<file path="config.mk">
export PLATFORM = sky130hd
export DESIGN_NAME = im2col_padded_address_generator_top
export DESIGN_NICKNAME = d
export VERILOG_FILES = /design/src/rtl/core/im2col_pkg.sv /design/src/rtl/core/im2col_cfg.sv /design/src/rtl/core/im2col_ctrl.sv /design/src/rtl/core/im2col_dp.sv /design/src/rtl/core/im2col_padded_address_generator_top.sv
export SDC_FILE = /design/constraint.sdc
export NUM_CORES = 2
export LEC_CHECK = 0
export BUFFER_PORTS_ARGS = -buffer_cell sky130_fd_sc_hd__buf_2
export CAP_MARGIN = 20
export CORE_MARGIN = 2
export CORE_UTILIZATION = 50
export DETAILED_ROUTE_END_ITERATION = 8
export HOLD_SLACK_MARGIN = 0.12
export MAX_ROUTING_LAYER = met4
export PLACE_DENSITY = 0.77
export SLEW_MARGIN = 20
export SYNTH_ARGS = -nofsm -noshare
export SYNTH_HDL_FRONTEND = slang
export SYNTH_SLANG_ARGS = --single-unit
</file>
<file path="constraint.sdc">
create_clock -name clk -period 10.2 [get_ports clk]
set_input_delay 2.04 -clock clk [delete_from_list [all_inputs] [get_ports clk]]
set_output_delay 2.04 -clock clk [all_outputs]
set_load 0.01 [all_outputs]
</file>
<file path="src/rtl/core/im2col_pkg.sv">
// Shared types, limits and register codes for the im2col address generator.
// No dependencies; every other file in rtl/core imports this package.
package im2col_pkg;

	localparam int MAX_DIM           = 1024;
	localparam int MAX_CHANNELS      = 1024;
	localparam int MAX_KERNEL        = 15;
	localparam int MAX_STRIDE        = 8;
	localparam int PIXELS_PER_BUFFER = 2;

	localparam int CFG_W   = 11;
	localparam int INDEX_W = 3;

	localparam logic [INDEX_W-1:0] REG_IN_DIM      = 3'd0;
	localparam logic [INDEX_W-1:0] REG_CHANNELS    = 3'd1;
	localparam logic [INDEX_W-1:0] REG_KERNEL_DIM  = 3'd2;
	localparam logic [INDEX_W-1:0] REG_PAD_SIZE    = 3'd3;
	localparam logic [INDEX_W-1:0] REG_STRIDE_STEP = 3'd4;
	localparam logic [INDEX_W-1:0] REG_OUT_DIM     = 3'd5;
	localparam logic [INDEX_W-1:0] REG_ROW_START   = 3'd6;
	localparam logic [INDEX_W-1:0] REG_ROW_STOP    = 3'd7;

	typedef struct packed {
		logic [10:0] idim;
		logic [10:0] odim;
		logic [10:0] ch;
		logic [3:0]  k;
		logic [3:0]  st;
		logic [2:0]  pad;
		logic [9:0]  row_start;
		logic [10:0] stop;
	} cfg_t;

	typedef struct packed {
		logic accept;
		logic adv1;
		logic adv2;
		logic commit;
	} cmd_t;

	typedef struct packed {
		logic go;
	} stat_t;

	typedef enum logic [1:0] {
		ST_IDLE,
		ST_S1,
		ST_S2,
		ST_S3
	} state_t;

endpackage

</file>
<file path="src/rtl/core/im2col_cfg.sv">
// Configuration registers with range saturation for the im2col generator.
// Depends on im2col_pkg for register codes and the cfg_t struct.
module im2col_cfg import im2col_pkg::*; (
	input  logic               clk,
	input  logic               arst_n,
	input  logic               cfg_we,
	input  logic [INDEX_W-1:0] cfg_index,
	input  logic [CFG_W-1:0]   cfg_data,
	output cfg_t               cfg
);

	logic [10:0] in_dim_q, channels_q, out_dim_q, row_stop_q;
	logic [3:0]  kernel_dim_q, stride_step_q;
	logic [2:0]  pad_size_q;
	logic [9:0]  row_start_q;
	logic [10:0] odim;

	always_ff @(posedge clk or negedge arst_n) begin
		if (!arst_n) begin
			in_dim_q      <= 11'd32;
			channels_q    <= 11'd8;
			kernel_dim_q  <= 4'd3;
			pad_size_q    <= 3'd1;
			stride_step_q <= 4'd1;
			out_dim_q     <= 11'd32;
			row_start_q   <= 10'd0;
			row_stop_q    <= 11'd32;
		end else if (cfg_we) begin
			case (cfg_index)
				REG_IN_DIM:      in_dim_q      <= cfg_data;
				REG_CHANNELS:    channels_q    <= cfg_data;
				REG_KERNEL_DIM:  kernel_dim_q  <= cfg_data[3:0];
				REG_PAD_SIZE:    pad_size_q    <= cfg_data[2:0];
				REG_STRIDE_STEP: stride_step_q <= cfg_data[3:0];
				REG_OUT_DIM:     out_dim_q     <= cfg_data;
				REG_ROW_START:   row_start_q   <= cfg_data[9:0];
				REG_ROW_STOP:    row_stop_q    <= cfg_data;
				default: ;
			endcase
		end
	end

	always_comb begin
		cfg.idim = (in_dim_q == 11'd0) ? 11'd1 :
			(in_dim_q > 11'(MAX_DIM)) ? 11'(MAX_DIM) : in_dim_q;
		odim = (out_dim_q == 11'd0) ? 11'd1 :
			(out_dim_q > 11'(MAX_DIM)) ? 11'(MAX_DIM) : out_dim_q;
		cfg.odim = odim;
		cfg.ch = (channels_q == 11'd0) ? 11'd1 :
			(channels_q > 11'(MAX_CHANNELS)) ? 11'(MAX_CHANNELS) : channels_q;
		cfg.k = (kernel_dim_q == 4'd0) ? 4'd1 :
			(kernel_dim_q > 4'(MAX_KERNEL)) ? 4'(MAX_KERNEL) : kernel_dim_q;
		cfg.st = (stride_step_q == 4'd0) ? 4'd1 :
			(stride_step_q > 4'(MAX_STRIDE)) ? 4'(MAX_STRIDE) : stride_step_q;
		cfg.pad       = pad_size_q;
		cfg.row_start = row_start_q;
		cfg.stop      = (row_stop_q < odim) ? row_stop_q : odim;
	end

endmodule

</file>
<file path="src/rtl/core/im2col_ctrl.sv">
// Sequencing state machine for the im2col generator: input beat, three
// arithmetic stages, result register handover. Depends on im2col_pkg.
module im2col_ctrl import im2col_pkg::*; (
	input  logic  clk,
	input  logic  arst_n,
	input  logic  in_valid,
	output logic  in_stall,
	output logic  out_valid,
	input  logic  out_stall,
	input  stat_t stat,
	output cmd_t  cmd
);

	state_t state_q, state_d;
	logic   out_valid_q, out_valid_d;

	always_ff @(posedge clk or negedge arst_n) begin
		if (!arst_n) begin
			state_q     <= ST_IDLE;
			out_valid_q <= 1'b0;
		end else begin
			state_q     <= state_d;
			out_valid_q <= out_valid_d;
		end
	end

	always_comb begin
		state_d     = state_q;
		out_valid_d = out_valid_q && out_stall;
		cmd         = '0;
		in_stall    = 1'b1;
		case (state_q)
			ST_IDLE: begin
				in_stall   = 1'b0;
				cmd.accept = in_valid;
				if (in_valid && stat.go) begin
					state_d = ST_S1;
				end
			end
			ST_S1: begin
				cmd.adv1 = 1'b1;
				state_d  = ST_S2;
			end
			ST_S2: begin
				cmd.adv2 = 1'b1;
				state_d  = ST_S3;
			end
			ST_S3: begin
				if (!out_valid_q || !out_stall) begin
					cmd.commit  = 1'b1;
					out_valid_d = 1'b1;
					state_d     = ST_IDLE;
				end
			end
			default: state_d = ST_IDLE;
		endcase
	end

	assign out_valid = out_valid_q;

endmodule

</file>
<file path="src/rtl/core/im2col_dp.sv">
// Datapath of the im2col generator: scan counters, tap and offset arithmetic
// over three stages, result register. Depends on im2col_pkg.
module im2col_dp import im2col_pkg::*; (
	input  logic        clk,
	input  logic        arst_n,
	input  cfg_t        cfg,
	input  cmd_t        cmd,
	input  logic        restart,
	output stat_t       stat,
	output logic [29:0] input_offset,
	output logic        zero_fill,
	output logic [18:0] buffer_index,
	output logic        patch_last,
	output logic        buffer_full,
	output logic        scan_done
);

	logic [9:0]  out_row_q, out_col_q, chan_q;
	logic [3:0]  tap_row_q, tap_col_q;
	logic [19:0] buf_pos_q;
	logic        finished_q;

	logic        nonempty;
	logic [14:0] ysum, xsum, ydiff, xdiff;
	logic        zf_y, zf_x;
	logic        chan_end, col_end, row_end, plast, pix_end, rows_end;

	logic        zf_s1, plast_s1, sdone_s1;
	logic [9:0]  yv_s1, xv_s1;
	logic [14:0] chk_s1;
	logic [19:0] pix_s2;
	logic [19:0] bufsize_s2;

	logic [30:0] offset;
	logic        bfull;

	assign nonempty = {1'b0, cfg.row_start} < cfg.stop;
	assign stat.go  = restart ? nonempty : !finished_q;

	always_comb begin
		ysum  = 15'(out_row_q * cfg.st) + 15'(tap_row_q);
		xsum  = 15'(out_col_q * cfg.st) + 15'(tap_col_q);
		ydiff = ysum - 15'(cfg.pad);
		xdiff = xsum - 15'(cfg.pad);
		zf_y  = (ysum < 15'(cfg.pad)) || (ydiff >= 15'(cfg.idim));
		zf_x  = (xsum < 15'(cfg.pad)) || (xdiff >= 15'(cfg.idim));
		chan_end = (11'(chan_q) + 11'd1) >= cfg.ch;
		col_end  = (5'(tap_col_q) + 5'd1) >= 5'(cfg.k);
		row_end  = (5'(tap_row_q) + 5'd1) >= 5'(cfg.k);
		plast    = chan_end && col_end && row_end;
		pix_end  = (11'(out_col_q) + 11'd1) >= cfg.odim;
		rows_end = (11'(out_row_q) + 11'd1) >= cfg.stop;
	end

	// stage 1: tap position and patch marks
	always_ff @(posedge clk) begin
		if (cmd.adv1) begin
			zf_s1    <= zf_y || zf_x;
			yv_s1    <= ydiff[9:0];
			xv_s1    <= xdiff[9:0];
			plast_s1 <= plast;
			sdone_s1 <= plast && pix_end && rows_end;
			chk_s1   <= 15'(cfg.ch * cfg.k);
		end
	end

	// stage 2: pixel index and buffer size
	always_ff @(posedge clk) begin
		if (cmd.adv2) begin
			pix_s2     <= 20'(yv_s1 * cfg.idim) + 20'(xv_s1);
			bufsize_s2 <= 20'(chk_s1 * cfg.k) * 20'(PIXELS_PER_BUFFER);
		end
	end

	assign offset = 31'(pix_s2 * cfg.ch) + 31'(chan_q);
	assign bfull  = plast_s1 && ((21'(buf_pos_q) + 21'd1) >= 21'(bufsize_s2));

	always_ff @(posedge clk) begin
		if (cmd.commit) begin
			input_offset <= zf_s1 ? 30'd0 : offset[29:0];
			zero_fill    <= zf_s1;
			buffer_index <= buf_pos_q[18:0];
			patch_last   <= plast_s1;
			buffer_full  <= bfull;
			scan_done    <= sdone_s1;
		end
	end

	always_ff @(posedge clk or negedge arst_n) begin
		if (!arst_n) begin
			out_row_q  <= '0;
			out_col_q  <= '0;
			tap_row_q  <= '0;
			tap_col_q  <= '0;
			chan_q     <= '0;
			buf_pos_q  <= '0;
			finished_q <= 1'b1;
		end else if (cmd.accept && restart) begin
			if (nonempty) begin
				out_row_q  <= cfg.row_start;
				out_col_q  <= '0;
				tap_row_q  <= '0;
				tap_col_q  <= '0;
				chan_q     <= '0;
				buf_pos_q  <= '0;
				finished_q <= 1'b0;
			end else begin
				finished_q <= 1'b1;
			end
		end else if (cmd.commit) begin
			buf_pos_q <= bfull ? 20'd0 : buf_pos_q + 20'd1;
			if (!chan_end) begin
				chan_q <= chan_q + 10'd1;
			end else begin
				chan_q <= '0;
				if (!col_end) begin
					tap_col_q <= tap_col_q + 4'd1;
				end else begin
					tap_col_q <= '0;
					if (!row_end) begin
						tap_row_q <= tap_row_q + 4'd1;
					end else begin
						tap_row_q <= '0;
						if (!pix_end) begin
							out_col_q <= out_col_q + 10'd1;
						end else begin
							out_col_q <= '0;
							out_row_q <= out_row_q + 10'd1;
						end
					end
				end
			end
			if (sdone_s1) begin
				finished_q <= 1'b1;
			end
		end
	end

endmodule

</file>
<file path="src/rtl/core/im2col_padded_address_generator_top.sv">
// Top level of the im2col gather address generator with zero padding.
// Depends on im2col_pkg, im2col_cfg, im2col_ctrl and im2col_dp.
//
//   channel  handshake            payload
//   input    in_valid / in_stall  restart
//   output   out_valid/ out_stall input_offset zero_fill buffer_index
//                                 patch_last buffer_full scan_done
//   config   cfg_we               cfg_index cfg_data
//
// An element passes in turn through accept, tap position, pixel index, offset multiply
// and commit; the result register loads at commit, which a stalled output can hold
// off. The chained multiplies of the offset set these steps.
// An input beat that yields no element (idle, empty scan) leaves the generator idle.
// Reset leaves the scan finished, waiting for a restart.
// The next input beat is taken while a result still waits; a stalled output
// holds the last stage until the result register is free.
module im2col_padded_address_generator_top import im2col_pkg::*; (
	input  logic               clk,
	input  logic               arst_n,
	input  logic               cfg_we,
	input  logic [INDEX_W-1:0] cfg_index,
	input  logic [CFG_W-1:0]   cfg_data,
	input  logic               in_valid,
	output logic               in_stall,
	input  logic               restart,
	output logic               out_valid,
	input  logic               out_stall,
	output logic [29:0]        input_offset,
	output logic               zero_fill,
	output logic [18:0]        buffer_index,
	output logic               patch_last,
	output logic               buffer_full,
	output logic               scan_done
);

	cfg_t  cfg;
	cmd_t  cmd;
	stat_t stat;

	im2col_cfg u_cfg (
		.clk       (clk),
		.arst_n    (arst_n),
		.cfg_we    (cfg_we),
		.cfg_index (cfg_index),
		.cfg_data  (cfg_data),
		.cfg       (cfg)
	);

	im2col_ctrl u_ctrl (
		.clk       (clk),
		.arst_n    (arst_n),
		.in_valid  (in_valid),
		.in_stall  (in_stall),
		.out_valid (out_valid),
		.out_stall (out_stall),
		.stat      (stat),
		.cmd       (cmd)
	);

	im2col_dp u_dp (
		.clk          (clk),
		.arst_n       (arst_n),
		.cfg          (cfg),
		.cmd          (cmd),
		.restart      (restart),
		.stat         (stat),
		.input_offset (input_offset),
		.zero_fill    (zero_fill),
		.buffer_index (buffer_index),
		.patch_last   (patch_last),
		.buffer_full  (buffer_full),
		.scan_done    (scan_done)
	);

endmodule

</file>
Word level (Yosys, flattened, before mapping)
Cells that the tools add are included.
- register bits: 257
- bits in latches: 0
- RAM bits: 0
- bits in read-only memories: 0
- input bits: 20
- output and inout port bits: 55
- word-level logic and storage cells: 186
- memories: 0
- add/sub/neg operators: 18
- $mul: 6
- div/mod/pow operators: 0
- $lt $le $gt $ge: 17
- eq/ne operators: 13
- shifts and indexed selects: 0
- multiplexer cells: 58
- bitwise gates (word level): 0
- reduce and logical (&&, ||, !) cells: 43
- operator list (kind ; count):
    $mux 10 ; 17
    $mux 20 ; 4
    $mux 11 ; 7
    $mux 4 ; 14
    $add 10x1->11 const B ; 3
    $ge 11x11->1 ; 3
    $gt 11x11->1 const B ; 3
    $logic_not 11->1 ; 3
    $add 10x1->10 const B ; 3
    $add 14x4->15 ; 2
    $add 30x10->30 ; 1
    $ge 15x11->1 ; 2
    $lt 15x3->1 ; 2
    $mul 20x11->30 ; 1
    $sub 15x3->15 ; 2
    $mul 10x4->14 ; 2
    $reduce_and 2->1 ; 11
    $add 20x1->21 const B ; 1
    $ge 21x20->1 ; 1
    $add 20x1->20 const B ; 1
    $add 20x10->20 ; 1
    $mul 10x11->20 ; 1
    $mul 15x4->19 ; 1
    $mul 11x4->15 ; 1
    other kinds (26) ; 68

Logic depth before layout (Yosys ltp)
- depth in word-level cells: 10
- gate-level depth with buffers: 25
- mapped depth without buffers: 24

Hierarchy
Synthesis repeated with hierarchy kept, for this count alone.
- cell total of the unflattened synthesis: 3194
- area, all modules: 30431.7 um^2
- modules (own cells, without submodules) (module ; times used ; cells each ; area each (um^2) ; seq. area each (um^2)):
    im2col_dp ; 1 ; 2912 ; 26977.1 ; 5381.4
    im2col_cfg ; 1 ; 263 ; 3239.4 ; 1636.6
    im2col_ctrl ; 1 ; 19 ; 215.2 ; 75.1

Worst setup path before layout
Ideal clock, no wire load.
- path kind: register to register
- from: register u_cfg.stride_step_q[3]
- to: register u_dp.zf_s1, data pin
- library setup time: 0.272 ns
- arrival: 5.769 ns
- data required time: 9.928 ns
- path slack: 4.159 ns
- cell stages (with the launch flop): 24
- buffers on the path: 1
- period minus slack after synthesis: 6.041 ns
- cells stage by stage: dfrtp_1 nor2b_1 clkbuf_1 nand2_1 fa_1 fa_1 fa_1 inv_1 ha_1 a21oi_1 o22ai_1 o41a_1 xnor2_1 inv_1 nor3_2 xor2_1 ha_1 a22o_1 a2111oi_0 nand3_1 a311oi_1 o311ai_0 nor4b_1 o211ai_1
- cells in the longest elaborated chain, start to end: 9
- elaborated cells on any way between the ends: 17
- those cells by class: add/sub (4); mul (2); order compare (5); mux (2); reduce/logical (4)
- RTL lines (element ; line ; source):
    start, declared ; im2col_cfg.sv:13 ; logic [3:0] kernel_dim_q, stride_step_q;
    start signal, assigned ; im2col_cfg.sv:34 ; REG_STRIDE_STEP: stride_step_q <= cfg_data[3:0];
    $gt 4x4->1 ; im2col_cfg.sv:54 ; (stride_step_q > 4'(MAX_STRIDE)) ? 4'(MAX_STRIDE) : stride_step_q;
    $mux 4 ; im2col_cfg.sv:54 ;
    $mux 4 * ; im2col_cfg.sv:53 ; cfg.st = (stride_step_q == 4'd0) ? 4'd1 :
    $mul 10x4->14 (on tied branches) ; im2col_dp.sv:41, im2col_dp.sv:42 ;
    $add 14x4->15 (on tied branches) ; im2col_dp.sv:41, im2col_dp.sv:42 ;
    $sub 15x3->15 (on tied branches) ; im2col_dp.sv:43, im2col_dp.sv:44 ;
    $ge 15x11->1 (on tied branches) ; im2col_dp.sv:45, im2col_dp.sv:46 ;
    $logic_or 1x1->1 (on tied branches) ; im2col_dp.sv:45, im2col_dp.sv:46 ;
    $logic_or 1x1->1 * ; im2col_dp.sv:58 ; zf_s1 <= zf_y || zf_x;
    end signal, assigned ; im2col_dp.sv:58 ;
    end, declared ; im2col_dp.sv:28 ; logic zf_s1, plast_s1, sdone_s1;
Every way passes the cells marked *; elsewhere a longest branch is shown, timed or not.
A chain may end at the register's enable or synchronous reset.

Final worst setup path
Same ends and word-level chain as after synthesis.

==> metrics <==
synthesized flop and latch total 257; met2 WL ~31 mm; htree depth 1; area grow syn2layout 6.81%; CP endpoint u_dp.zf_s1; WP depth 23; clk slew on worst S/H paths 0.06 ns; status complete, no violations; Most common cell on crit path fa_1; die width around 250 µm; TritonCTS Buffers 29; GRT Resource Usage Total around 22%; First DRT Iteration DRCs 1,094; Post-synth EDFFs 130; period utilisation layout around two thirds; RSZ-0062 raised after global routing no; # Post-CTS Setup Buffers 0; yosys warns 0; worst skew pair latency 0.60 ns; drt pass-1 iters 7; Via density 5.48; critical path required time roughly 11 ns; Synth cell types 84; Synth async-reset ratio between 40 and 50%; # rows 90; met1 WL between 20 and 30 mm; WL/cell approximately 16 µm; Worst path slowest cell dfrtp_1; Mapped Cells 3,204; WL final about 65 mm; Worst-Margin Slew approximately 1.0 ns; grt ovf 0; I/O Pins 75; Critical Path Start Type register; first-pass GRT wire length roughly 110 mm; Detailed Place HPWL 51.1 mm; antenna violations before repair 5; clk sinks roughly 260; worst-path cell chain nor2b_1, buf_4, nand2_1, fa_1, fa_1, fa_1, inv_1, ha_1, a21oi_1, o22ai_1, o41a_1, xnor2_1, inv_1, nor3_2, xor2_1, ha_1, a22o_1, a2111oi_0, nand3_1, a311oi_1, o311ai_0, nor4b_1, o211ai_1; Syn Nets just under 4,000; commonest non-fill, non-tap cell in the layout inv_1; clk buf depth 3; R2R setup slack 3.48 ns; IO Port Bufs 74; crit-path max FO 27; max_slew headroom a little under a third; CTS hold repair buffers 0; root buffer selected by CTS clkbuf_16; Die Y ~250 µm; R2R Path Start u_cfg.stride_step_q[3]; worst r2r dst u_dp.zf_s1; final slew viol count 0; Hold Vio Cnt, Final 0; GPL Wtd Cong between 0.9 and 1; reg2reg path depth 23; clk_skew 0.0198 ns; CP startpoint u_cfg.stride_step_q[3]; CP endpoint kind register; Initial Util 50.3%; Final Setup Violations 0; Die Area around 63,000 µm²; vias between 20,000 and 25,000; vias in the first global route around 23,000; most frequent cells in the layout inv_1, nand2_1, ha_1; DRC 0; register area share after synthesis a little under a quarter; min-delay worst type reg -> reg; final setup TNS 0 ns; max layer used met4; fin nets around 3,900; crit path DAT ~7.1 ns; met3 routed WL approximately 4.2 mm; Avg Inst Size Synth around 9.4 µm²; Post-DRT Antenna Nets 0; WS Path Type reg -> reg; Core ar. between 60,000 and 70,000 µm²; Largest stage delay, worst path approximately 0.62 ns; post-cts sizing count 0; mapped cell area 30,300 µm²; layout cell share with drive strength beyond 1 8.07%; commonest register cell after synthesis edfxtp_1; f_max roughly 150 MHz; pin count of the biggest net entering global routing 73; TritonCTS clock tree built; Max-Cap Viols 0; crit path time final 6.72 ns; critical path's top delay family adder cells; Bufs and invs on worst path 3
stage by stage:
stage	instances	hold slack (ns)	util, %	instance area (µm²)	setup WS, ns
3_3_place_gp	3961	0.467	52.1	31300	3.66
3_5_place_dp	3961	0.475	52.1	31300	3.55
4_1_cts	4015	0.490	53.8	32300	3.53
5_1_grt	4019	0.500	53.8	32300	2.95
2_1_floorplan	3204	0.424	-	30300	4.16
6_report	4019	0.486	53.8	32300	3.48
cells in the mapped netlist, drive strengths merged (11+ instances only):
cell type | count | area, µm²
buf | 13 | 80.1
dfrtp | 118 | 2950
o21a | 30 | 225
ha | 353 | 4420
or3 | 11 | 68.8
a21o | 35 | 263
nand3 | 52 | 260
nand2b | 31 | 201
inv | 465 | 1750
nor2b | 52 | 325
and2 | 221 | 1380
a211oi | 16 | 130
fa | 331 | 6630
xnor2 | 89 | 780
nor4 | 19 | 138
nand4 | 11 | 68.8
clkbuf | 111 | 417
mux2 | 62 | 702
and3 | 31 | 194
a21oi | 99 | 529
edfxtp | 130 | 3900
nor3 | 45 | 230
nand2 | 405 | 1520
xor2 | 49 | 429
o21ai | 97 | 489
o31ai | 11 | 82.6
nor2 | 154 | 586
a31oi | 22 | 144
registers in the layout, summed over array words and instances (netlist names), 10 cells and up:
name and count:
u_dp.xv_s1 10, u_cfg.out_dim_q 11, u_dp.out_row_q 10, u_dp.chan_q 10
u_dp.chk_s1 15, u_dp.buf_pos_q 20, u_cfg.row_start_q 10, u_cfg.in_dim_q 11
u_dp.pix_s2 20, u_dp.input_offset 30, u_cfg.row_stop_q 11, u_cfg.channels_q 11
u_dp.yv_s1 10, u_dp.bufsize_s2 19, u_dp.buffer_index 19, u_dp.out_col_q 10
area by class of cell:
type	count	area [µm²]
inverters	465	1750
flip-flops and latches	257	7090
multi-input cells	2358	20900
diodes	4	10.0
clock buffers	34	774
fillers	5299	27800
repair buffers	99	561
well taps	782	978
clock inverters	20	228
worst min-delay path by stage:
stage | from | to | slack (ns) | cells after the start
5_1_grt | u_dp.sdone_s1 | u_dp.scan_done | 0.50 | 0
3_5_place_dp | u_dp.sdone_s1 | u_dp.scan_done | 0.48 | 0
3_3_place_gp | u_dp.sdone_s1 | u_dp.scan_done | 0.47 | 0
4_1_cts | u_dp.sdone_s1 | u_dp.scan_done | 0.49 | 0
6_report | u_dp.sdone_s1 | u_dp.scan_done | 0.49 | 0
2_1_floorplan | u_dp.zf_s1 | u_dp.zero_fill | 0.42 | 0
layer usage:
layer / vias up / GRT usage [%]
li1: 10500 / -
met1: 10800 / 27.5
met2: 601 / 37.2
met3: 117 / 3.24
met4: 0 / 6.95
met5: - / -
logic make-up (layout without fill, tap and decap cells):
family | after synthesis | count (layout) | share of synthesized area (%)
other | 0 | 4 | 0
XOR/XNOR | 138 | 138 | 3.99
AO/OA/AOI/OAI | 392 | 392 | 8.60
adder cells (fa/ha/maj) | 684 | 684 | 36.5
AND/OR/NAND/NOR | 1073 | 1073 | 17.5
buffers and inverters | 589 | 618 | 7.41
flip-flops | 257 | 257 | 23.4
multiplexers | 71 | 71 | 2.62
Power is left out: the tool's default activity adds up to more than one toggle a clock period on the data nets, which glitch-free logic cannot reach.
